## src/hw/rtl/tbba_pkg.sv

```systemverilog
// Shared types and constants for the transformed bounding box accumulator.
// No dependencies; every other file in hw/rtl imports this package.
`timescale 1ns / 1ps
package tbba_pkg;

  localparam int COORD_WIDTH = 16;
  localparam int FRAC_BITS   = 8;
  localparam int COEF_WIDTH  = 16;
  localparam int NUM_AXES    = 3;
  localparam int ROW_WIDTH   = 4 * COEF_WIDTH;
  localparam int PROD_WIDTH  = COEF_WIDTH + COORD_WIDTH;
  localparam int SUM_WIDTH   = PROD_WIDTH + 2;

  localparam int DATA_WIDTH  = 64;
  localparam int ADDR_WIDTH  = 5;
  localparam int REG_IDX_LSB = 3;

  typedef logic signed [COORD_WIDTH-1:0] coord_t;
  typedef logic [COORD_WIDTH-1:0]        extent_t;
  typedef logic signed [COEF_WIDTH-1:0]  coef_t;
  typedef logic [ROW_WIDTH-1:0]          coef_row_t;
  typedef coord_t [NUM_AXES-1:0]         point_t;
  typedef extent_t [NUM_AXES-1:0]        extent_vec_t;

  typedef enum logic [1:0] {
    REG_ROW_X = 2'd0,
    REG_ROW_Y = 2'd1,
    REG_ROW_Z = 2'd2
  } reg_idx_t;

  localparam coef_row_t ROW_X_RESET = coef_row_t'(64'h100);
  localparam coef_row_t ROW_Y_RESET = coef_row_t'(64'h100) << COEF_WIDTH;
  localparam coef_row_t ROW_Z_RESET = coef_row_t'(64'h100) << (2 * COEF_WIDTH);

  localparam coord_t COORD_MAX_C = coord_t'((64'd1 << (COORD_WIDTH - 1)) - 64'd1);
  localparam coord_t COORD_MIN_C = coord_t'(64'd1 << (COORD_WIDTH - 1));

  typedef struct packed {
    point_t lo;
    point_t hi;
  } box_t;

  typedef struct packed {
    point_t      lo;
    point_t      hi;
    point_t      center;
    extent_vec_t extent;
  } result_t;

endpackage

```

## src/hw/rtl/tbba_accum.sv

```systemverilog
// Running per-axis min/max; hands off the finished box on the last point of a set.
// Depends on tbba_pkg.
`timescale 1ns / 1ps
module tbba_accum (
  input  logic             clk,
  input  logic             rst_n,
  input  logic             t_valid,
  output logic             t_ready,
  input  tbba_pkg::point_t t_pt,
  input  logic             t_last,
  output logic             box_valid,
  input  logic             box_ready,
  output tbba_pkg::box_t   box
);
  import tbba_pkg::*;

  point_t run_min_r, run_max_r;
  point_t min_nxt, max_nxt;
  logic   box_v_r;
  box_t   box_r;
  logic   take;

  always_comb begin
    for (int a = 0; a < NUM_AXES; a++) begin
      min_nxt[a] = ($signed(t_pt[a]) < $signed(run_min_r[a])) ? t_pt[a] : run_min_r[a];
      max_nxt[a] = ($signed(t_pt[a]) > $signed(run_max_r[a])) ? t_pt[a] : run_max_r[a];
    end
  end

  // non-last points never wait on the box register
  assign t_ready = !t_last || !box_v_r || box_ready;
  assign take    = t_valid && t_ready;

  always_ff @(posedge clk) begin
    if (!rst_n) begin
      run_min_r <= {NUM_AXES{COORD_MAX_C}};
      run_max_r <= {NUM_AXES{COORD_MIN_C}};
      box_v_r   <= 1'b0;
    end else begin
      if (take && t_last) begin
        run_min_r <= {NUM_AXES{COORD_MAX_C}};
        run_max_r <= {NUM_AXES{COORD_MIN_C}};
        box_v_r   <= 1'b1;
      end else begin
        if (take) begin
          run_min_r <= min_nxt;
          run_max_r <= max_nxt;
        end
        if (box_ready) box_v_r <= 1'b0;
      end
    end
  end

  always_ff @(posedge clk) begin
    if (take && t_last) begin
      box_r.lo <= min_nxt;
      box_r.hi <= max_nxt;
    end
  end

  assign box_valid = box_v_r;
  assign box       = box_r;
endmodule

```

## config.mk

```make
export PLATFORM = sky130hd
export DESIGN_NAME = tbba_accum
export DESIGN_NICKNAME = d
export VERILOG_FILES = /design/src/hw/rtl/tbba_pkg.sv /design/src/hw/rtl/tbba_accum.sv
export SDC_FILE = /design/constraint.sdc
export NUM_CORES = 1
export LEC_CHECK = 0
export ABC_AREA = 0
export BUFFER_PORTS_ARGS = -buffer_cell sky130_fd_sc_hd__buf_2
export CAP_MARGIN = 20
export CORE_MARGIN = 3
export CORE_UTILIZATION = 45
export CTS_CLUSTER_DIAMETER = 60
export DETAILED_ROUTE_END_ITERATION = 12
export HOLD_SLACK_MARGIN = 0.06
export PLACE_DENSITY = 0.72
export SLEW_MARGIN = 20
export SYNTH_ARGS = -nofsm -noshare
export SYNTH_HDL_FRONTEND = slang
export SYNTH_SLANG_ARGS = --single-unit
export TNS_END_PERCENT = 5
```

## constraint.sdc

```tcl
create_clock -name clk -period 8.65 [get_ports clk]
set_input_delay 1.73 -clock clk [delete_from_list [all_inputs] [get_ports clk]]
set_output_delay 1.73 -clock clk [all_outputs]
set_load 0.01 [all_outputs]
```

==> results.txt, run 1 <==
----------------------------------------------------
[Clock tree]
  Maximum buffer depth of the clock tree ... 2
  Clock buffer count from CTS ... 17
  Clk sinks ... 193
  CTS root buffer ... clkbuf_16
  Later-pin clock latency in the skew report ... 0.44 ns
  Post_cts resized ... 0
  Hold buffer count at CTS ... 0
  Post-CTS setup buffers ... 0
  H-tree depth reported by CTS ... 4
  Clock tree from TritonCTS ... built
  CTS clk-pin slew, worst paths ... 0.07 ns

[Yosys]
  Most area-consuming cells after synthesis ... edfxtp_1 (29%), dfxtp_1 (20%), ha_1 (12%), mux2_2 (5.2%), nand2_1 (4.9%)
  Average size of a mapped cell ... 10.1 um2
  Post-synthesis instance total ... 987
  Number of synthesis warnings ... 0
  Proportion of netlist area held by the largest area contributor ... 29.1%
  FF+latch count, synth ... 193
  Number of nets in the synthesized netlist ... 1,133
  Sequential-to-total area share from yosys stat ... 48.6%
  Count of flip-flops with a built-in enable after synthesis ... 96
  Library cell with the largest summed area after synthesis ... edfxtp_1
  Area of the mapped netlist ... 9920 um2
  Most frequently used flop master after synthesis ... dfxtp_1
  Count of distinct cell types in the synthesized netlist ... 44
  Async set-reset flop share out of synthesis ... 0%

[Routing]
  Router iterations before antenna repair ... 5
  Aggregate routed wire length ... 22.7 mm
  Routed wire length per instance ... 16.2 um
  Starting DRC count in detailed routing ... 549
  Drc violations ... 0
  Antenna viol nets, final ... 0
  Vias per std cell ... 5.51
  Total number of vias ... 7,711

[Timing]
  Final-report hold violation count ... 0
  Least-Margin Pin Slew ... 1.03 ns
  Post-route worst hold slack ... 0.470 ns
  Maximum operating frequency ... 0.235 GHz
  Final worst clock skew ... 0.0130 ns
  Worst setup margin ... 4.39 ns
  Setup TNS ... 0 ns
  Max Transition Viols Final ... 0
  Share of the clock period used by the worst path after layout ... 49.3%
  Max-slew headroom ... 31.4%
  Count of final setup violators ... 0
  Time the final worst path needs with I/O delays and setup ... 4.26 ns
  RSZ-0062 raised after global routing ... false

[Floorplan]
  Die footprint ... 23,900 um2
  Die outline height ... 154 um
  Horizontal die dimension ... 154 um
  Core Rows ... 53
  Io pins ... 151
  Starting density of the core ... 46.5%
  Placeable Area ... 21,400 um2

[Setup path]
  Nature of the critical path startpoint ... input port
  Critical path's slowest cell ... o211ai_1
  Cell family with most CP delay ... compound AO/OA/AOI/OAI gates
  Required time of the worst setup path ... 8.83 ns
  List of cells traversed by the critical path ... buf_2 > ha_1 > nor2b_1 > o21bai_1 > a21boi_0 > or2_2 > o211ai_1 > buf_4 > mux2_2
  Data arrival time of the worst path ... 4.44 ns
  Top fanout value on the critical path ... 44
  Worst reg2reg path depth ... 9
  Critical Path Sink Type ... flop
  Setup CP Type ... input port to flop
  Buf+Inv Stages, Crit Path ... 2
  Delay of the slowest critical-path stage ... 0.51 ns
  CP Depth ... 9

[Layout]
  NumNets Final ... 1,257
  Area added between synthesis and finish ... 15.9%
  ANT cells ... 0
  Ratio of cells with drive above 1 in the final layout ... 22.2%
  Highest-count cells in the layout ignoring fill and taps ... buf_2 (150), nand2_1 (129), inv_1 (98), dfxtp_1 (97), edfxtp_1 (96)
  Most common cell after layout, fill and taps aside ... buf_2

[GRT]
  Overall overflow remaining after global route ... 0
  Pin count of the biggest net entering global routing ... 72
  Total global routing track utilization ... 18.9%
  Wire length of the first global-routing pass ... 37.1 mm
  Antenna violations before repair ... 1
  Number of global-route vias before repair ... 7,479

[Pwr]
  Maximum ir drop on the vdd rail ... 0.000119 V
  Power per Cell Area ... 197 nW/um2
  Leak ... 4.94 nW

[Run status]
  Status ... completed

[Place]
  DP Wirelength ... 15.6 mm
  Final weighted congestion of routability-driven global placement ... 0.854
  Setup slack after placement ... 4.00 ns
  Number of buffer cells added on primary ports ... 150

[Worst hold path]
  Hold Path Cell Cnt ... 1
  Hold Crit Class ... flop to flop

[Flow run]
  Max-capacitance violation count ... 0

----------------------------------------------------
-- worst paths after layout --
kind | start | endpoint | slack (ns)
setup / recovery | t_pt[1] | box[5] | 4.39
hold / removal | run_min_r[39] | run_min_r[39] | 0.47
setup reg to reg | run_max_r[1] | box[5] | 5.46
hold reg to reg | run_min_r[39] | run_min_r[39] | 0.47
-- state kept, by name, summed over array words and instances, names as in the netlist --
register and cells:
box_valid 1, run_min_r 48, box 96, run_max_r 48
-- power by group --
group / internal (mW) / leakage [nW] / switching, mW
Combinational: 0.160 / 2.97 / 0.259
Sequential: 1.04 / 1.69 / 0.0263
Clock: 0.409 / 0.277 / 0.372
Total: 1.61 / 4.94 / 0.657
-- synth_stat cells, drive strengths merged, types with 3 or more instances --
| master | number |
|---|---|
| nand4 | 13 |
| a21o | 6 |
| o31ai | 33 |
| ha | 93 |
| edfxtp | 96 |
| a21oi | 34 |
| and3 | 19 |
| or2 | 3 |
| nand3 | 25 |
| o211ai | 51 |
| a21boi | 5 |
| nor2b | 4 |
| buf | 12 |
| dfxtp | 97 |
| nand2b | 9 |
| o21bai | 3 |
| a31oi | 17 |
| clkbuf | 46 |
| a211o | 17 |
| nand2 | 130 |
| mux2i | 4 |
| nor2 | 8 |
| o21ai | 77 |
| inv | 98 |
| mux2 | 46 |
| nor3 | 20 |
| o21a | 3 |
-- metrics by stage --
step / cells / util [%] / instance area, um2 / total power, mW
5_1_grt: 1399 / 53.9 / 11500 / 2.38
3_3_place_gp: 1367 / 51.1 / 10900 / 1.49
4_1_cts: 1399 / 53.9 / 11500 / 2.29
6_report: 1399 / 53.9 / 11500 / 2.27
3_5_place_dp: 1367 / 51.1 / 10900 / 1.51
2_1_floorplan: 987 / - / 9920 / 1.37
-- cell type report --
class / count / area (um2)
well taps: 275 / 344
clock inverters: 13 / 148
clock buffers: 19 / 433
repair buffers: 163 / 848
inverters: 98 / 368
multi-input cells: 638 / 4530
fillers: 1888 / 9850
flip-flops and latches: 193 / 4820
-- routing by layer --
layer	vias to the layer above	GRT usage, %	share of wire, %	wire [um]
li1	3833	-	-	-
met1	3642	25.3	46	10400
met2	205	31.2	47	10700
met3	29	4.25	5.6	1270
met4	2	4.96	1.4	318
met5	-	0	0.031	7
-- cells by family (layout without fill, tap and decap cells) --
logic type,Yosys count,in the layout,synth area share [%]
compound gates,257,257,16.8
simple gates,237,237,10.9
buf+inv,156,293,6.08
fa+ha+maj,93,93,11.7
mux,50,50,5.62
flops,193,193,48.6
xor+xnor,1,1,0.164
No activity file was read; power rests on OpenSTA's default activity.
==> run 2: changes to the inputs <==
--- a/config.mk
+++ b/config.mk
@@ -5,7 +5,7 @@
 export SDC_FILE = /design/constraint.sdc
 export NUM_CORES = 1
 export LEC_CHECK = 0
-export ABC_AREA = 0
+export ABC_AREA = 1
 export BUFFER_PORTS_ARGS = -buffer_cell sky130_fd_sc_hd__buf_2
 export CAP_MARGIN = 20
 export CORE_MARGIN = 3
@@ -13,7 +13,7 @@
 export CTS_CLUSTER_DIAMETER = 60
 export DETAILED_ROUTE_END_ITERATION = 12
 export HOLD_SLACK_MARGIN = 0.06
-export PLACE_DENSITY = 0.72
+export PLACE_DENSITY = 0.71
 export SLEW_MARGIN = 20
 export SYNTH_ARGS = -nofsm -noshare
 export SYNTH_HDL_FRONTEND = slang
==> constraint.sdc (replaced) <==
create_clock -name clk -period 4.09 [get_ports clk]
set_input_delay 0.818 -clock clk [delete_from_list [all_inputs] [get_ports clk]]
set_output_delay 0.818 -clock clk [all_outputs]
set_load 0.01 [all_outputs]
==> run 2 against run 1 <==
Synthesized cell count is 39% higher. Via count up 19%. Sequential share of layout area shrank 3.9 points. Flip-flop and latch count unchanged. Largest cell class is now multi-input gates. Setup slack got worse by 3.0 ns. Clock skew grew 0.0019 ns. Global-route usage up 0.96 points. Critical path type unchanged. Critical endpoint is now box[31].
==> results.txt, run 2 <==
----------------------------------------------------
[Run status]
  Status ... completed

[Timing]
  Count of final setup violators ... 0
  Setup TNS ... 0 ns
  Final-report hold violation count ... 0
  Maximum operating frequency ... 0.369 GHz
  Least-Margin Pin Slew ... 0.866 ns
  RSZ-0062 raised after global routing ... false
  Max Transition Viols Final ... 0
  Share of the clock period used by the worst path after layout ... 66.2%
  Max-slew headroom ... 42.3%
  Time the final worst path needs with I/O delays and setup ... 2.71 ns
  Final worst clock skew ... 0.0149 ns

[Setup path]
  Data arrival time of the worst path ... 2.90 ns
  Cell family with most CP delay ... simple AND/OR/NAND/NOR gates
  List of cells traversed by the critical path ... buf_2 > ha_1 > a21oi_1 > o21ai_1 > a21oi_2 > nand3_2 > nand3_4 > nand2_2 > and2_1
  Required time of the worst setup path ... 4.28 ns
  Nature of the critical path startpoint ... input port
  Delay of the slowest critical-path stage ... 0.53 ns
  Critical Path Sink Type ... flop
  Top fanout value on the critical path ... 17
  Critical path's slowest cell ... nand3_4
  Buf+Inv Stages, Crit Path ... 1
  Setup CP Type ... input port to flop

[Clock tree]
  Later-pin clock latency in the skew report ... 0.43 ns
  Hold buffer count at CTS ... 0
  CTS clk-pin slew, worst paths ... 0.07 ns
  Post-CTS setup buffers ... 0
  Clock buffer count from CTS ... 17
  Maximum buffer depth of the clock tree ... 2
  Clk sinks ... 193
  H-tree depth reported by CTS ... 4
  Post_cts resized ... 0
  CTS root buffer ... clkbuf_16
  Clock tree from TritonCTS ... built

[Yosys]
  Count of flip-flops with a built-in enable after synthesis ... 96
  Average size of a mapped cell ... 8.16 um2
  Area of the mapped netlist ... 11,200 um2
  Most common cell in the netlist ... nand2_1
  Async set-reset flop share out of synthesis ... 0%
  Sequential-to-total area share from yosys stat ... 43.2%
  Most area-consuming cells after synthesis ... edfxtp_1 (26%), dfxtp_1 (17%), nand2_1 (12%), ha_1 (10%), inv_1 (7.6%)
  Synth cell count leaders ... nand2_1 (343), inv_1 (227), a21oi_1 (122), nand3_1 (109), dfxtp_1 (97)
  Library cell with the largest summed area after synthesis ... edfxtp_1
  Number of synthesis warnings ... 0
  Count of distinct cell types in the synthesized netlist ... 31
  FF+latch count, synth ... 193
  Most frequently used flop master after synthesis ... dfxtp_1
  Proportion of netlist area held by the largest area contributor ... 25.8%
  Number of nets in the synthesized netlist ... 1,514
  Post-synthesis instance total ... 1,368

[Floorplan]
  Io pins ... 151
  Starting density of the core ... 45.9%
  Die outline height ... 164 um
  Die footprint ... 26,700 um2
  Core Rows ... 57
  Horizontal die dimension ... 164 um
  Placeable Area ... 24,300 um2

[Pwr]
  Leak ... 6.62 nW
  Power per Cell Area ... 403 nW/um2
  Maximum ir drop on the vdd rail ... 0.000198 V

[Routing]
  Vias per std cell ... 5.02
  Router iterations before antenna repair ... 6
  Antenna viol nets, final ... 0
  Starting DRC count in detailed routing ... 521
  Total length of routed met3 wires ... 1.18 mm
  Drc violations ... 0
  WL met2 ... 12.4 mm
  Max layer used ... met4
  Total number of vias ... 9,185
  Routed wire length per instance ... 14.1 um
  Wire length the detailed router placed on met1 ... 11.9 mm
  Aggregate routed wire length ... 25.8 mm

[Place]
  Number of buffer cells added on primary ports ... 150
  Instance count after placement with tap cells included ... 1,800
  Final weighted congestion of routability-driven global placement ... 0.819
  DP Wirelength ... 17.7 mm

[GRT]
  Number of global-route vias before repair ... 8,868
  Pin count of the biggest net entering global routing ... 97
  Overall overflow remaining after global route ... 0
  Antenna violations before repair ... 0
  Total global routing track utilization ... 19.9%
  Wire length of the first global-routing pass ... 43.0 mm

[Worst hold path]
  Hold Crit Class ... flop to flop

[Layout]
  Ratio of cells with drive above 1 in the final layout ... 17.4%
  Final std cells w/o fill ... 1,830
  NumNets Final ... 1,641
  ANT cells ... 0
  Most common cell after layout, fill and taps aside ... nand2_1
  Max FFs per register ... 96
  Highest-count cells in the layout ignoring fill and taps ... nand2_1 (342), inv_1 (226), buf_2 (150), a21oi_1 (122), nand3_1 (109)
  Area added between synthesis and finish ... 13.7%

[Flow run]
  Max-capacitance violation count ... 0

----------------------------------------------------
[run 2: cell count changes after synthesis, sizes merged, moves of 26 or more]
| cell | delta |
|---|---|
| a21oi | +91 |
| and2 | +47 |
| clkbuf | -28 |
| inv | +132 |
| mux2 | -46 |
| nand2 | +249 |
| nand3 | +111 |
| nand4 | +42 |
| nor2 | +26 |
| o211ai | -51 |
| o21ai | -65 |
| o31ai | -33 |
[run 2: where the power goes]
group / internal, mW / leakage [nW] / switching, mW / total, mW
Clock: 0.899 / 0.273 / 0.749 / 1.65
Combinational: 0.408 / 4.66 / 0.778 / 1.19
Sequential: 2.22 / 1.69 / 0.0640 / 2.28
Total: 3.53 / 6.62 / 1.59 / 5.12
[run 2: stage by stage]
| stage | utilization [%] | total power, mW | cell area [um2] | hold WS (ns) | setup slack, ns |
|---|---|---|---|---|---|
| 2_1_floorplan | - | 3.22 | 11200 | 0.437 | 0.515 |
| 3_3_place_gp | 49.9 | 3.49 | 12100 | 0.446 | 1.02 |
| 3_5_place_dp | 49.9 | 3.52 | 12100 | 0.450 | 0.961 |
| 4_1_cts | 52.2 | 5.17 | 12700 | 0.468 | 1.42 |
| 5_1_grt | 52.2 | 5.43 | 12700 | 0.486 | 1.25 |
| 6_report | 52.2 | 5.12 | 12700 | 0.466 | 1.38 |
[run 2: logic make-up after synthesis]
logic type	Yosys count	share of synthesized area [%]
flops	193	43.2
simple gates	660	29.5
compound gates	143	6.65
fa+ha+maj	93	10.4
buf+inv	279	10.2
[run 2: worst paths after layout]
kind | startpoint | endpoint | slack, ns | cells after the start
setup / recovery | t_pt[31] | box[31] | 1.38 | 9
hold / removal | run_max_r[31] | run_max_r[31] | 0.47 | 2
setup reg to reg | run_max_r[21] | box[31] | 1.53 | 11
hold reg to reg | run_max_r[31] | run_max_r[31] | 0.47 | 2
[run 2: final cells by class]
type	instances	area [um2]
clock buffers	18	429
clock inverters	12	131
fillers	2335	11600
inverters	230	867
multi-input cells	896	5220
flip-flops and latches	193	4820
well taps	324	405
repair buffers	157	820
[run 2: metal layers]
layer  global-route usage (%)  vias up
met4                     5.04        0
met3                     3.60       24
met5                        0        -
li1                         -     4724
met1                     26.0     4254
met2                     34.1      183
[run 2: worst min-delay path, delay by kind of cell (launching register included)]
family,cells,cell delay (ns)
AOI/OAI and AO/OA,1,0.06
DFF,1,0.33
and+or+nand+nor,1,0.05
