==> src/hw/rtl/tbba_pkg.sv <==
// Shared types and constants for the transformed bounding box accumulator.
// No dependencies; every other file in hw/rtl imports this package.
`timescale 1ns / 1ps
package tbba_pkg;

  localparam int COORD_WIDTH = 16;
  localparam int FRAC_BITS   = 8;
  localparam int COEF_WIDTH  = 16;
  localparam int NUM_AXES    = 3;
  localparam int ROW_WIDTH   = 4 * COEF_WIDTH;
  localparam int PROD_WIDTH  = COEF_WIDTH + COORD_WIDTH;
  localparam int SUM_WIDTH   = PROD_WIDTH + 2;

  localparam int DATA_WIDTH  = 64;
  localparam int ADDR_WIDTH  = 5;
  localparam int REG_IDX_LSB = 3;

  typedef logic signed [COORD_WIDTH-1:0] coord_t;
  typedef logic [COORD_WIDTH-1:0]        extent_t;
  typedef logic signed [COEF_WIDTH-1:0]  coef_t;
  typedef logic [ROW_WIDTH-1:0]          coef_row_t;
  typedef coord_t [NUM_AXES-1:0]         point_t;
  typedef extent_t [NUM_AXES-1:0]        extent_vec_t;

  typedef enum logic [1:0] {
    REG_ROW_X = 2'd0,
    REG_ROW_Y = 2'd1,
    REG_ROW_Z = 2'd2
  } reg_idx_t;

  localparam coef_row_t ROW_X_RESET = coef_row_t'(64'h100);
  localparam coef_row_t ROW_Y_RESET = coef_row_t'(64'h100) << COEF_WIDTH;
  localparam coef_row_t ROW_Z_RESET = coef_row_t'(64'h100) << (2 * COEF_WIDTH);

  localparam coord_t COORD_MAX_C = coord_t'((64'd1 << (COORD_WIDTH - 1)) - 64'd1);
  localparam coord_t COORD_MIN_C = coord_t'(64'd1 << (COORD_WIDTH - 1));

  typedef struct packed {
    point_t lo;
    point_t hi;
  } box_t;

  typedef struct packed {
    point_t      lo;
    point_t      hi;
    point_t      center;
    extent_vec_t extent;
  } result_t;

endpackage

==> src/hw/rtl/tbba_result.sv <==
// Center and extent computation feeding the result output register.
// Depends on tbba_pkg.
`timescale 1ns / 1ps
module tbba_result (
  input  logic              clk,
  input  logic              rst_n,
  input  logic              box_valid,
  output logic              box_ready,
  input  tbba_pkg::box_t    box,
  output logic              res_valid,
  input  logic              res_ready,
  output tbba_pkg::result_t res
);
  import tbba_pkg::*;

  logic                        res_v_r;
  result_t                     res_r;
  result_t                     res_nxt;
  logic signed [COORD_WIDTH:0] mid_sum [NUM_AXES];

  always_comb begin
    res_nxt.lo = box.lo;
    res_nxt.hi = box.hi;
    for (int a = 0; a < NUM_AXES; a++) begin
      mid_sum[a]       = (COORD_WIDTH+1)'($signed(box.lo[a])) +
                         (COORD_WIDTH+1)'($signed(box.hi[a]));
      res_nxt.center[a] = mid_sum[a][COORD_WIDTH:1];
      res_nxt.extent[a] = extent_t'(box.hi[a] - res_nxt.center[a]);
    end
  end

  assign box_ready = !res_v_r || res_ready;

  always_ff @(posedge clk) begin
    if (!rst_n) begin
      res_v_r <= 1'b0;
    end else if (box_ready) begin
      res_v_r <= box_valid;
    end
  end

  always_ff @(posedge clk) begin
    if (box_ready && box_valid) begin
      res_r <= res_nxt;
    end
  end

  assign res_valid = res_v_r;
  assign res       = res_r;
endmodule
==> config.mk <==
export PLATFORM = sky130hd
export DESIGN_NAME = tbba_result
export DESIGN_NICKNAME = d
export VERILOG_FILES = /design/src/hw/rtl/tbba_pkg.sv /design/src/hw/rtl/tbba_result.sv
export SDC_FILE = /design/constraint.sdc
export NUM_CORES = 1
export LEC_CHECK = 0
export ABC_CLOCK_PERIOD_IN_PS = 7410
export BUFFER_PORTS_ARGS = -buffer_cell sky130_fd_sc_hd__buf_2
export CAP_MARGIN = 20
export CELL_PAD_IN_SITES_DETAIL_PLACEMENT = 1
export CELL_PAD_IN_SITES_GLOBAL_PLACEMENT = 1
export CORE_AREA = 2 2 162 164
export DETAILED_ROUTE_END_ITERATION = 12
export DIE_AREA = 0 0 164 166
export PLACE_DENSITY = 0.79
export SLEW_MARGIN = 40
export SYNTH_ARGS = -nofsm -noshare
export SYNTH_HDL_FRONTEND = slang
export SYNTH_SLANG_ARGS = --single-unit
==> constraint.sdc <==
create_clock -name clk -period 7.41 [get_ports clk]
set_clock_uncertainty 0.2 [all_clocks]
set_input_delay 1.1115 -clock clk [delete_from_list [all_inputs] [get_ports clk]]
set_output_delay 1.1115 -clock clk [all_outputs]
set_load 0.01 [all_outputs]
==> results of run 1 <==
flip-flops by register name, summed over array words and instances, names as in the netlist:
register,count
res_valid,1
res,192
synthesized netlist by cell type (3+ instances only):
master     count  area (sq um)
and3_1         6          37.5
xor2_1        30           263
or2_2         12          75.1
a31oi_1        7          43.8
a21oi_1       34           170
maj3_1         4          40.0
nor3b_1        4          30.0
o211a_1        3          30.0
o311a_1        3          30.0
o311ai_0       3          26.3
nand2b_1      17           106
ha_1          75           938
o21bai_1       3          22.5
nand3b_1       7          52.6
fa_1           6           120
inv_1         76           285
o21ai_0       22           110
and2_1        10          62.6
o21ai_1        3          15.0
o31ai_1        3          22.5
maj3_2         7          78.8
edfxtp_1     192          5770
a21boi_0       5          37.5
or3_1          6          37.5
mux2i_1        4          40.0
o211ai_1       7          52.6
nor2_1        37           139
nand2_1       54           203
o21a_1         8          60.1
nor3_1        22           110
a211oi_1       9          67.6
xnor2_1       47           412
o2111ai_1      4          35.0
nand3_1       13          65.1
nor2b_1       20           125
a21o_1        22           165
nor4_1         4          25.0
metal layers:
metal  wire length (microns)  vias to the layer above  part of all wire, %
met5                       0                        -                    0
met4                     640                        0                  2.5
met3                    1290                       35                  5.0
met2                   13300                      188                   52
met1                   10500                     3648                   41
li1                        -                     3710                    -
how the worst max path moves through the flow:
stage	slack (ps)	startpoint	to
finish	2220	box[48]	res[15]$_DFFE_PP_
global route	2030	box[48]	res[15]$_DFFE_PP_
CTS	2210	box[48]	res[15]$_DFFE_PP_
detailed placement	1740	box[48]	res[15]$_DFFE_PP_
global placement	1860	box[48]	res[15]$_DFFE_PP_
floorplan	930	res_ready	res[0]$_DFFE_PP_
critical path, delay by kind of cell:
family                     cells  cell delay (ps)
adders and majority gates      5             1740
buffers and inverters          2              180
AOI/OAI and AO/OA              6             1340
xor gates and xnor gates       2              350
and+or+nand+nor                2              450
layout make-up:
type	count	area (sq um)
timing repair buffer	297	1520
inverter	76	285
sequential	193	5790
antenna	1	2.50
tap	335	419
multi-input combinational	563	4260
fill	2800	12800
clock buffer	17	425
clock inverter	14	124
power groups by stage:
stage | clock network [mW] | logic [mW] | registers [mW]
6_report | 0.880 | 0.999 | 1.43
5_1_grt | 0.942 | 1.11 | 1.45
4_1_cts | 0.907 | 1.01 | 1.43
3_5_place_dp | 0 | 1.01 | 1.46
3_3_place_gp | 0 | 0.964 | 1.45
2_1_floorplan | 0 | 0.588 | 1.54
cell families after synthesis:
family	share of synthesized area (%)
simple gates	11.1
flops	56.0
compound gates	11.7
fa+ha+maj	11.4
buf+inv	2.84
xor+xnor	6.52
mux	0.496
==> reports/qor.yml, run 1 <==
hold_depth: 2
die_h_microns: 166
cp_slowest_cell: "fa_1"
h-tree-depth: 4
routedWlPerCell_microns: 17.2
placedInstanceArea_sq_um: 12300
dp_hpwl_microns: 20800
yosysWarnings: 0
power_density_nw_per_um2: 258
intPower_mw: 2.26
finalCritPeriodShare_pct: 70.0
synth-main-ff-cell: "edfxtp_1"
power.switching_mw: 1.05
total_power_mw: 3.31
postCtsHoldBufs: 0
clockBufferDepth: 2
final_util_pct: 50.1
crit_chain: "buf_2 -> and2_1 -> fa_1 -> a21o_1 -> a221oi_4 -> xnor2_1 -> inv_1 -> ha_1 -> or2_2 -> a21oi_1 -> a31oi_1 -> maj3_2 -> maj3_2 -> maj3_2 -> a2111oi_4 -> a21oi_2 -> xor2_1"
grt-busiest-layer: "met2"
dr.first_iter.drc_count: 326
final_cell_mix: "buf_2 (293), edfxtp_1 (192), inv_1 (76)"
slew_violations: 0
hold_class: "reg2reg"
design.portCount: 294
grt_pass1_wl_microns: 40900
cpMostUsedCell: "maj3_2"
path_clk_slew_ps: 80
clock-root-buffer: "clkbuf_16"
syn-num-nets: 1015
sequentialPowerShare_pct: 43.2
grtUsageMet3_pct: 4.10
comb_power_share_pct: 30.2
grt_use_met2_pct: 34.8
syn-cell-area_sq_um: 10300
preCtsSetupSlack_ps: 1740
p_leak_nw: 5.61
peakVddDrop_mv: 0.112
clkLatencyLatePin_ps: 420
reg2reg_depth: 4
grt_max_degree: 60
setup-tns-final_ps: 0
cts_buffers: 17
p_clk_share_pct: 26.6
drive_above_1_share_pct: 30.9
synth_seq_area_share_pct: 56.0
synth_edf_count: 192
fin_hold_ws_ps: 348
core-area_sq_um: 25600
rows: 59
rsz0062_at_grt: "no"
maxCapViolCount: 0
swShare_pct: 31.7
start_util_pct: 40.4
die_w_microns: 164
synthCells: 834
tightest_slew_ps: 712
worstHoldEndpoint: "res_valid$_SDFFE_PN0N_"
yosysUniqueCellTypes: 74
place.gp.congestion: 0.836
endpoint_kind: "register"
critPathMaxStageDelay_ps: 400
status: "complete, no violations"
cp_max_fo: 4
cp.required_ps: 7390
final_common_cell: "buf_2"
syn_avg_cell_area_sq_um: 12.4
hp-start: "res_valid$_SDFFE_PN0N_"
start_kind: "input pin"
reg2reg_slack_ps: 5320
async_reset_ff_share_pct: 0
fin_area_sq_um: 12800
period_needed_ps: 5190
area_growth_pct: 24.0
r2r-start: "res_valid$_SDFFE_PN0N_"
worstReg2RegEnd: "res[88]$_DFFE_PP_"
post-cts-setup-buffers: 0
cts_sinks: 193
final_cells: 1496
fin_ws_ps: 2220
grt_pass1_vias: 8129
drcViolationCount: 0
ant_nets: 0
avgViaCountPerCell: 5.07
numPortBuffers: 293
grt-ovfl-total: 0
dp.cells: 1464
crit_arrival_ps: 5170
layout.nets: 1329
setup_viol: 0
path_class: "in2reg"
die_area_sq_um: 27200
dr.pass1.iters: 5
tritoncts: "done"
post_cts_resized: 0
grt_use_met1_pct: 21.9
fmax_mhz: 193
ys_ff_latch: 193
routed-via-count: 7581
grt_usage_pct: 19.1
hold_violations: 0
routed_wl_microns: 25800
slew_headroom_pct: 52.6
antenna_found_initial: 1
(Power assumes the default switching activity.)
==> run 2, diff against run 1 <==
--- a/config.mk
+++ b/config.mk
@@ -5,15 +5,15 @@
 export SDC_FILE = /design/constraint.sdc
 export NUM_CORES = 1
 export LEC_CHECK = 0
-export ABC_CLOCK_PERIOD_IN_PS = 7410
+export ABC_CLOCK_PERIOD_IN_PS = 4700
 export BUFFER_PORTS_ARGS = -buffer_cell sky130_fd_sc_hd__buf_2
 export CAP_MARGIN = 20
 export CELL_PAD_IN_SITES_DETAIL_PLACEMENT = 1
 export CELL_PAD_IN_SITES_GLOBAL_PLACEMENT = 1
-export CORE_AREA = 2 2 162 164
+export CORE_AREA = 2 2 171 173
 export DETAILED_ROUTE_END_ITERATION = 12
-export DIE_AREA = 0 0 164 166
-export PLACE_DENSITY = 0.79
+export DIE_AREA = 0 0 173 175
+export PLACE_DENSITY = 0.75
 export SLEW_MARGIN = 40
 export SYNTH_ARGS = -nofsm -noshare
 export SYNTH_HDL_FRONTEND = slang
==> constraint.sdc (replaced) <==
create_clock -name clk -period 4.7 [get_ports clk]
set_clock_uncertainty 0.2 [all_clocks]
set_input_delay 0.705 -clock clk [delete_from_list [all_inputs] [get_ports clk]]
set_output_delay 0.705 -clock clk [all_outputs]
set_load 0.01 [all_outputs]
==> run 2 against run 1 <==
- critical path depth unchanged
- global-route usage down 0.82 points
- final cell count up 8.0%
- wire length up 5.9%
- first-iteration DRC count down 18%
- combinational power up 74%
- register-to-register slack worse by 2700 ps
- count of clock-buffer cells in the layout up 1
- design area up 5.1%
- sequential power up 57%
- critical path type unchanged
==> reports/qor.yml, run 2 (same netlist as run 1, synthesis figures left out) <==
status: "complete, no violations"
setup-tns-final_ps: 0  # unchanged
dp_hpwl_microns: 21700  # +3.9%
ant_nets: 0  # unchanged
maxCapViolCount: 0  # unchanged
largest_register_ffs: 192  # unchanged
cp_slowest_cell: "a2111oi_4"
avgViaCountPerCell: 4.88  # -3.7%
tritoncts: "done"
clkLatencyLatePin_ps: 440  # +20 ps
hold_violations: 0  # unchanged
clock-root-buffer: "clkbuf_16"
crit_chain: "buf_2 -> and2_4 -> fa_2 -> a21o_1 -> a221oi_4 -> xnor2_1 -> inv_1 -> ha_4 -> or2_4 -> a21oi_2 -> a31oi_2 -> maj3_2 -> maj3_2 -> maj3_2 -> a2111oi_4 -> a21oi_2 -> xor2_1"
slew_headroom_pct: 52.7  # +0.15 points
reg2reg_slack_ps: 2590  # -2730 ps
die_area_sq_um: 30300  # +11%
grt_pass1_vias: 8455  # +4.0%
path_clk_slew_ps: 70  # about the same
dr.pass1.iters: 4  # -1
cp_max_fo: 2  # -2
rsz0062_at_grt: "no"
final_cell_mix: "buf_2 (293), edfxtp_1 (192), inv_1 (76)"
rows: 62  # +5.1%
start_util_pct: 36.4  # -3.9 points
endpoint_kind: "register"
start_kind: "input pin"
tightest_slew_ps: 709  # -2.21 ps
swShare_pct: 30.4  # -1.4 points
p_clk_share_pct: 27.1  # +0.5 points
power.switching_mw: 1.66  # +58%
fmax_mhz: 221
area_growth_pct: 30.4
cp_top_family: "adder cells"
layout.nets: 1401  # +5.4%
path_class: "in2reg"
intPower_mw: 3.81  # +69%
cts_buffers: 17  # unchanged
place.gp.congestion: 0.806  # -3.7%
die_h_microns: 175  # +5.4%
numPortBuffers: 293  # unchanged
slew_violations: 0  # unchanged
dr.first_iter.drc_count: 266  # -18%
critPathMaxStageDelay_ps: 410  # about the same
cts_sinks: 193  # unchanged
design.portCount: 294  # unchanged
core-area_sq_um: 28400  # +11%
routed-via-count: 7889  # +4.1%
hold_class: "in2reg"
grt-ovfl-total: 0  # unchanged
period_needed_ps: 4530
grt_max_degree: 84  # +40%
drcViolationCount: 0  # unchanged
grt_usage_pct: 18.3  # -0.82 points
peakVddDrop_mv: 0.150  # +34%
final_util_pct: 47.5  # -2.6 points
sequentialPowerShare_pct: 41.2  # -2.0 points
power_density_nw_per_um2: 406  # +57%
setup_viol: 0  # unchanged
die_w_microns: 173  # +5.5%
finalCritPeriodShare_pct: 96.4
routedWlPerCell_microns: 16.9  # -2.0%
postCtsHoldBufs: 0  # unchanged
comb_power_share_pct: 31.7  # +1.5 points
clockBufferDepth: 2  # unchanged
crit_arrival_ps: 4520  # -650 ps
p_leak_nw: 5.96  # +6.3%
cp.required_ps: 4690  # -2700 ps
h-tree-depth: 4  # unchanged
routed_wl_microns: 27300  # +5.9%
cpMostUsedCell: "maj3_2"
grt_pass1_wl_microns: 43500  # +6.3%
drive_above_1_share_pct: 35.0  # +4.2 points
final_common_cell: "buf_2"
antenna_found_initial: 2  # +1
timing.critical_path.buf_inv: 2  # unchanged
-- run 2: what timing repair did --
item | in CTS | in global routing
resized for setup | 0 | 2
setup endpoints to repair | 0 | 2
setup buffers | 0 | 0
-- run 2: worst register-to-register path, stage by stage (launching register included) --
cell and delay [ps]:
dfxtp_1 310, nand2b_1 100, and2_4 600, buf_12 450
-- run 2: power groups by stage --
| stage | Sequential (mW) | Clock (mW) | Combinational [mW] |
|---|---|---|---|
| after floorplan | 2.42 | 0 | 0.937 |
| after global placement | 2.28 | 0 | 1.68 |
| after detailed placement | 2.29 | 0 | 1.75 |
| after CTS | 2.26 | 1.53 | 1.76 |
| after global routing | 2.27 | 1.58 | 1.92 |
| final | 2.25 | 1.48 | 1.74 |
-- run 2: cell type report --
cell class                 count  area [sq um]
antenna                        1          2.50
sequential                   193          5790
multi-input combinational    563          4290
fill                        3175         14900
tap                          384           480
clock buffer                  18           429
inverter                      76           285
clock inverter                12           144
timing repair buffer         369          2060
-- run 2: path summary, 6_finish.rpt --
kind	start	endpoint	cells after the start
setup reg to reg	res_valid$_SDFFE_PN0N_	res[137]$_DFFE_PP_	3
hold reg to reg	res_valid$_SDFFE_PN0N_	res_valid$_SDFFE_PN0N_	2
setup / recovery	box[48]	res[15]$_DFFE_PP_	17
hold / removal	box[53]	res[149]$_DFFE_PP_	1
-- run 2: metrics by stage --
stage	hold slack, ps	cell area (sq um)	total power, mW	setup slack (ps)	std cells
finish	254	13500	5.47	169	1616
CTS	226	13500	5.54	176	1615
floorplan	409	10400	3.36	20.5	834
global placement	315	12900	3.96	-182	1585
global route	231	13500	5.78	24.4	1615
detailed placement	335	12900	4.04	-303	1585
-- run 2: routing by layer --
metal / global-route usage, % / vias to the layer above / wire (microns)
met5: 0 / - / 13
met2: 34.1 / 170 / 14500
met1: 20.2 / 3829 / 10900
li1: - / 3860 / -
met4: 5.65 / 2 / 480
met3: 4.74 / 28 / 1410
==> run 3, diff against run 2 <==
--- a/config.mk
+++ b/config.mk
@@ -5,15 +5,17 @@
 export SDC_FILE = /design/constraint.sdc
 export NUM_CORES = 1
 export LEC_CHECK = 0
+export ABC_AREA = 1
 export ABC_CLOCK_PERIOD_IN_PS = 4700
 export BUFFER_PORTS_ARGS = -buffer_cell sky130_fd_sc_hd__buf_2
 export CAP_MARGIN = 20
 export CELL_PAD_IN_SITES_DETAIL_PLACEMENT = 1
 export CELL_PAD_IN_SITES_GLOBAL_PLACEMENT = 1
-export CORE_AREA = 2 2 171 173
+export CORE_AREA = 2 2 179 181
 export DETAILED_ROUTE_END_ITERATION = 12
-export DIE_AREA = 0 0 173 175
-export PLACE_DENSITY = 0.75
+export DIE_AREA = 0 0 181 183
+export PLACE_DENSITY = 0.77
+export REMOVE_ABC_BUFFERS = 1
 export SLEW_MARGIN = 40
 export SYNTH_ARGS = -nofsm -noshare
 export SYNTH_HDL_FRONTEND = slang
==> run 3 against run 2 <==
- die area up 9.4%
- worst setup slack better by 820 ps
- sequential power about the same
- via count up 18%
- core utilization down 2.7 points
- synthesized cell count up 44%
- combinational power down 5%
- sequential cell count unchanged
- design area up 3.9%
- count of clock-buffer cells in the layout up 1
- critical path type unchanged
- largest power group unchanged
==> reports/qor.yml, run 3 <==
status: "complete, no violations"
rows: 65  # +4.8%
hold_class: "in2reg"
core-area_sq_um: 31200  # +10%
endpoint_kind: "register"
path_class: "in2reg"
yosysWarnings: 0  # unchanged
post-cts-setup-buffers: 0  # unchanged
fin_ws_ps: 993  # +824 ps
syn_avg_cell_area_sq_um: 9.48  # -24%
tritoncts: "done"
dp_hpwl_microns: 26200  # +21%
cts_buffers: 17  # unchanged
start_util_pct: 36.4  # about the same
synth_edf_count: 192  # unchanged
routed_wl_microns: 32000  # +17%
synth.most_common_cell: "nand2_1"
postCtsHoldBufs: 0  # unchanged
numPortBuffers: 293  # unchanged
routedWlPerCell_microns: 16.6  # -1.7%
setup-tns-final_ps: 0  # unchanged
cts_sinks: 193  # unchanged
drcViolationCount: 0  # unchanged
cp_max_fo: 5  # +3
slew_violations: 0  # unchanged
synth-main-ff-cell: "edfxtp_1"
hold_violations: 0  # unchanged
layout.nets: 1694  # +21%
period_needed_ps: 3710  # -824 ps
finalCritPeriodShare_pct: 78.9  # -18 points
tightest_slew_ps: 729  # +20.0 ps
avgViaCountPerCell: 4.83  # -1.0%
final_common_cell: "nand2_1"
grt_pass1_vias: 10100  # +19%
largest_register_ffs: 192  # unchanged
ant_nets: 0  # unchanged
setup_viol: 0  # unchanged
die_h_microns: 183  # +4.6%
crit_arrival_ps: 3710  # -810 ps
dr.first_iter.drc_count: 393  # +48%
final_cell_mix: "nand2_1 (313), buf_2 (293), inv_1 (202)"
placedInstanceArea_sq_um: 13400  # +3.6%
rsz0062_at_grt: "no"
routed-via-count: 9321  # +18%
die_w_microns: 181  # +4.6%
cp.required_ps: 4710  # +20 ps
peakVddDrop_mv: 0.233  # +55%
syn-cell-area_sq_um: 11400  # +9.9%
synth_seq_area_share_pct: 50.9  # -5.1 points
synthTopCellsByArea: "edfxtp_1 (51%), nand2_1 (10%), ha_1 (8.3%), inv_1 (6.7%), nand3_1 (3.9%)"
grt_usage_pct: 19.8  # +1.5 points
post_cts_resized: 0  # unchanged
drive_above_1_share_pct: 29.9  # -5.1 points
fin_area_sq_um: 14000  # +3.9%
start_kind: "input pin"
yosysTopAreaCell: "edfxtp_1"
maxCapViolCount: 0  # unchanged
clkLatencyLatePin_ps: 460  # +20 ps
preCtsSetupSlack_ps: 585  # +888 ps
place.gp.congestion: 0.886  # +10%
synthCells: 1199  # +44%
final_cells: 1929  # +19%
dp.cells: 1896  # +20%
design.portCount: 294  # unchanged
slew_headroom_pct: 51.4  # -1.3 points
synth_top_area_share_pct: 50.7  # -5.0 points
yosysUniqueCellTypes: 34  # -54%
ys_ff_latch: 193  # unchanged
antenna_found_initial: 2  # unchanged
power_density_nw_per_um2: 390  # -3.9%
die_area_sq_um: 33100  # +9.4%
h-tree-depth: 4  # unchanged
path_clk_slew_ps: 80  # about the same
fmax_mhz: 270  # +22%
grt-ovfl-total: 0  # unchanged
synth_commonest_cells: "nand2_1 (313), inv_1 (202), edfxtp_1 (192)"
grt_pass1_wl_microns: 50800  # +17%
clockBufferDepth: 2  # unchanged
grt_max_degree: 134  # +60%
p_leak_nw: 6.96  # +17%
async_reset_ff_share_pct: 0  # unchanged
clock-root-buffer: "clkbuf_16"
area_growth_pct: 23.2
dr.pass1.iters: 4  # unchanged
==> run 3: worst max-delay path: stages <==
cell and delay [ps]:
buf_2 140, inv_1 70, fa_1 460, inv_1 100, nand3_1 80, nand2_2 130, xor2_1 220, inv_1 70
ha_1 340, a21oi_1 180, nand2_1 110, inv_1 90, o21bai_1 70, and2_1 150, o21ai_0 180, nand2_1 120
nand2_1 100, nand3_2 100, nand2_1 100, nand2_1 50, nand2_1 70, nand2_1 50
==> run 3: cell type report <==
cell class / instances / area [sq um]
Fill cell: 3736 / 17200
Sequential cell: 193 / 5790
Multi-Input combinational cell: 794 / 4790
Timing Repair Buffer: 295 / 1490
Inverter: 212 / 796
Tap cell: 402 / 503
Clock buffer: 19 / 453
Clock inverter: 13 / 171
Antenna cell: 1 / 2.50
==> run 3: per-layer routing <==
metal	up-vias	share of wire, %	GRT usage, %
met3	41	5.7	5.00
li1	4594	-	-
met4	2	1.6	4.81
met1	4429	40	21.4
met5	-	0.050	0
met2	255	53	38.4
==> run 3: final timing paths <==
kind / from / endpoint / slack [ps] / cells past startpoint
setup / recovery: box[33] / res[44]$_DFFE_PP_ / 990 / 22
hold / removal: box[80] / res[176]$_DFFE_PP_ / 230 / 1
setup reg to reg: res_valid$_SDFFE_PN0N_ / res[47]$_DFFE_PP_ / 2940 / 2
hold reg to reg: res_valid$_SDFFE_PN0N_ / res_valid$_SDFFE_PN0N_ / 390 / 2
==> run 3: through the flow <==
stage	utilization, %	power, mW	hold slack (ps)
global placement	42.8	3.87	332
finish	44.8	5.46	234
floorplan	-	3.39	395
CTS	44.8	5.53	212
detailed placement	42.8	3.94	373
global route	44.8	5.78	216
==> run 3: cell families (layout without fill, tap and decap cells) <==
family	count (synthesis)	in the layout	share of synthesized area [%]
flops	193	193	50.9
xor+xnor	50	50	3.85
other cells	0	1	0
simple gates	580	580	24.5
compound gates	83	83	4.44
fa+ha+maj	81	81	9.32
buf+inv	212	539	7.00
==> run 3: power breakdown <==
| part | internal, mW | total (mW) | switching, mW |
|---|---|---|---|
| clock network | 0.877 | 1.57 | 0.695 |
| registers | 2.18 | 2.24 | 0.0525 |
| logic | 0.588 | 1.65 | 1.07 |
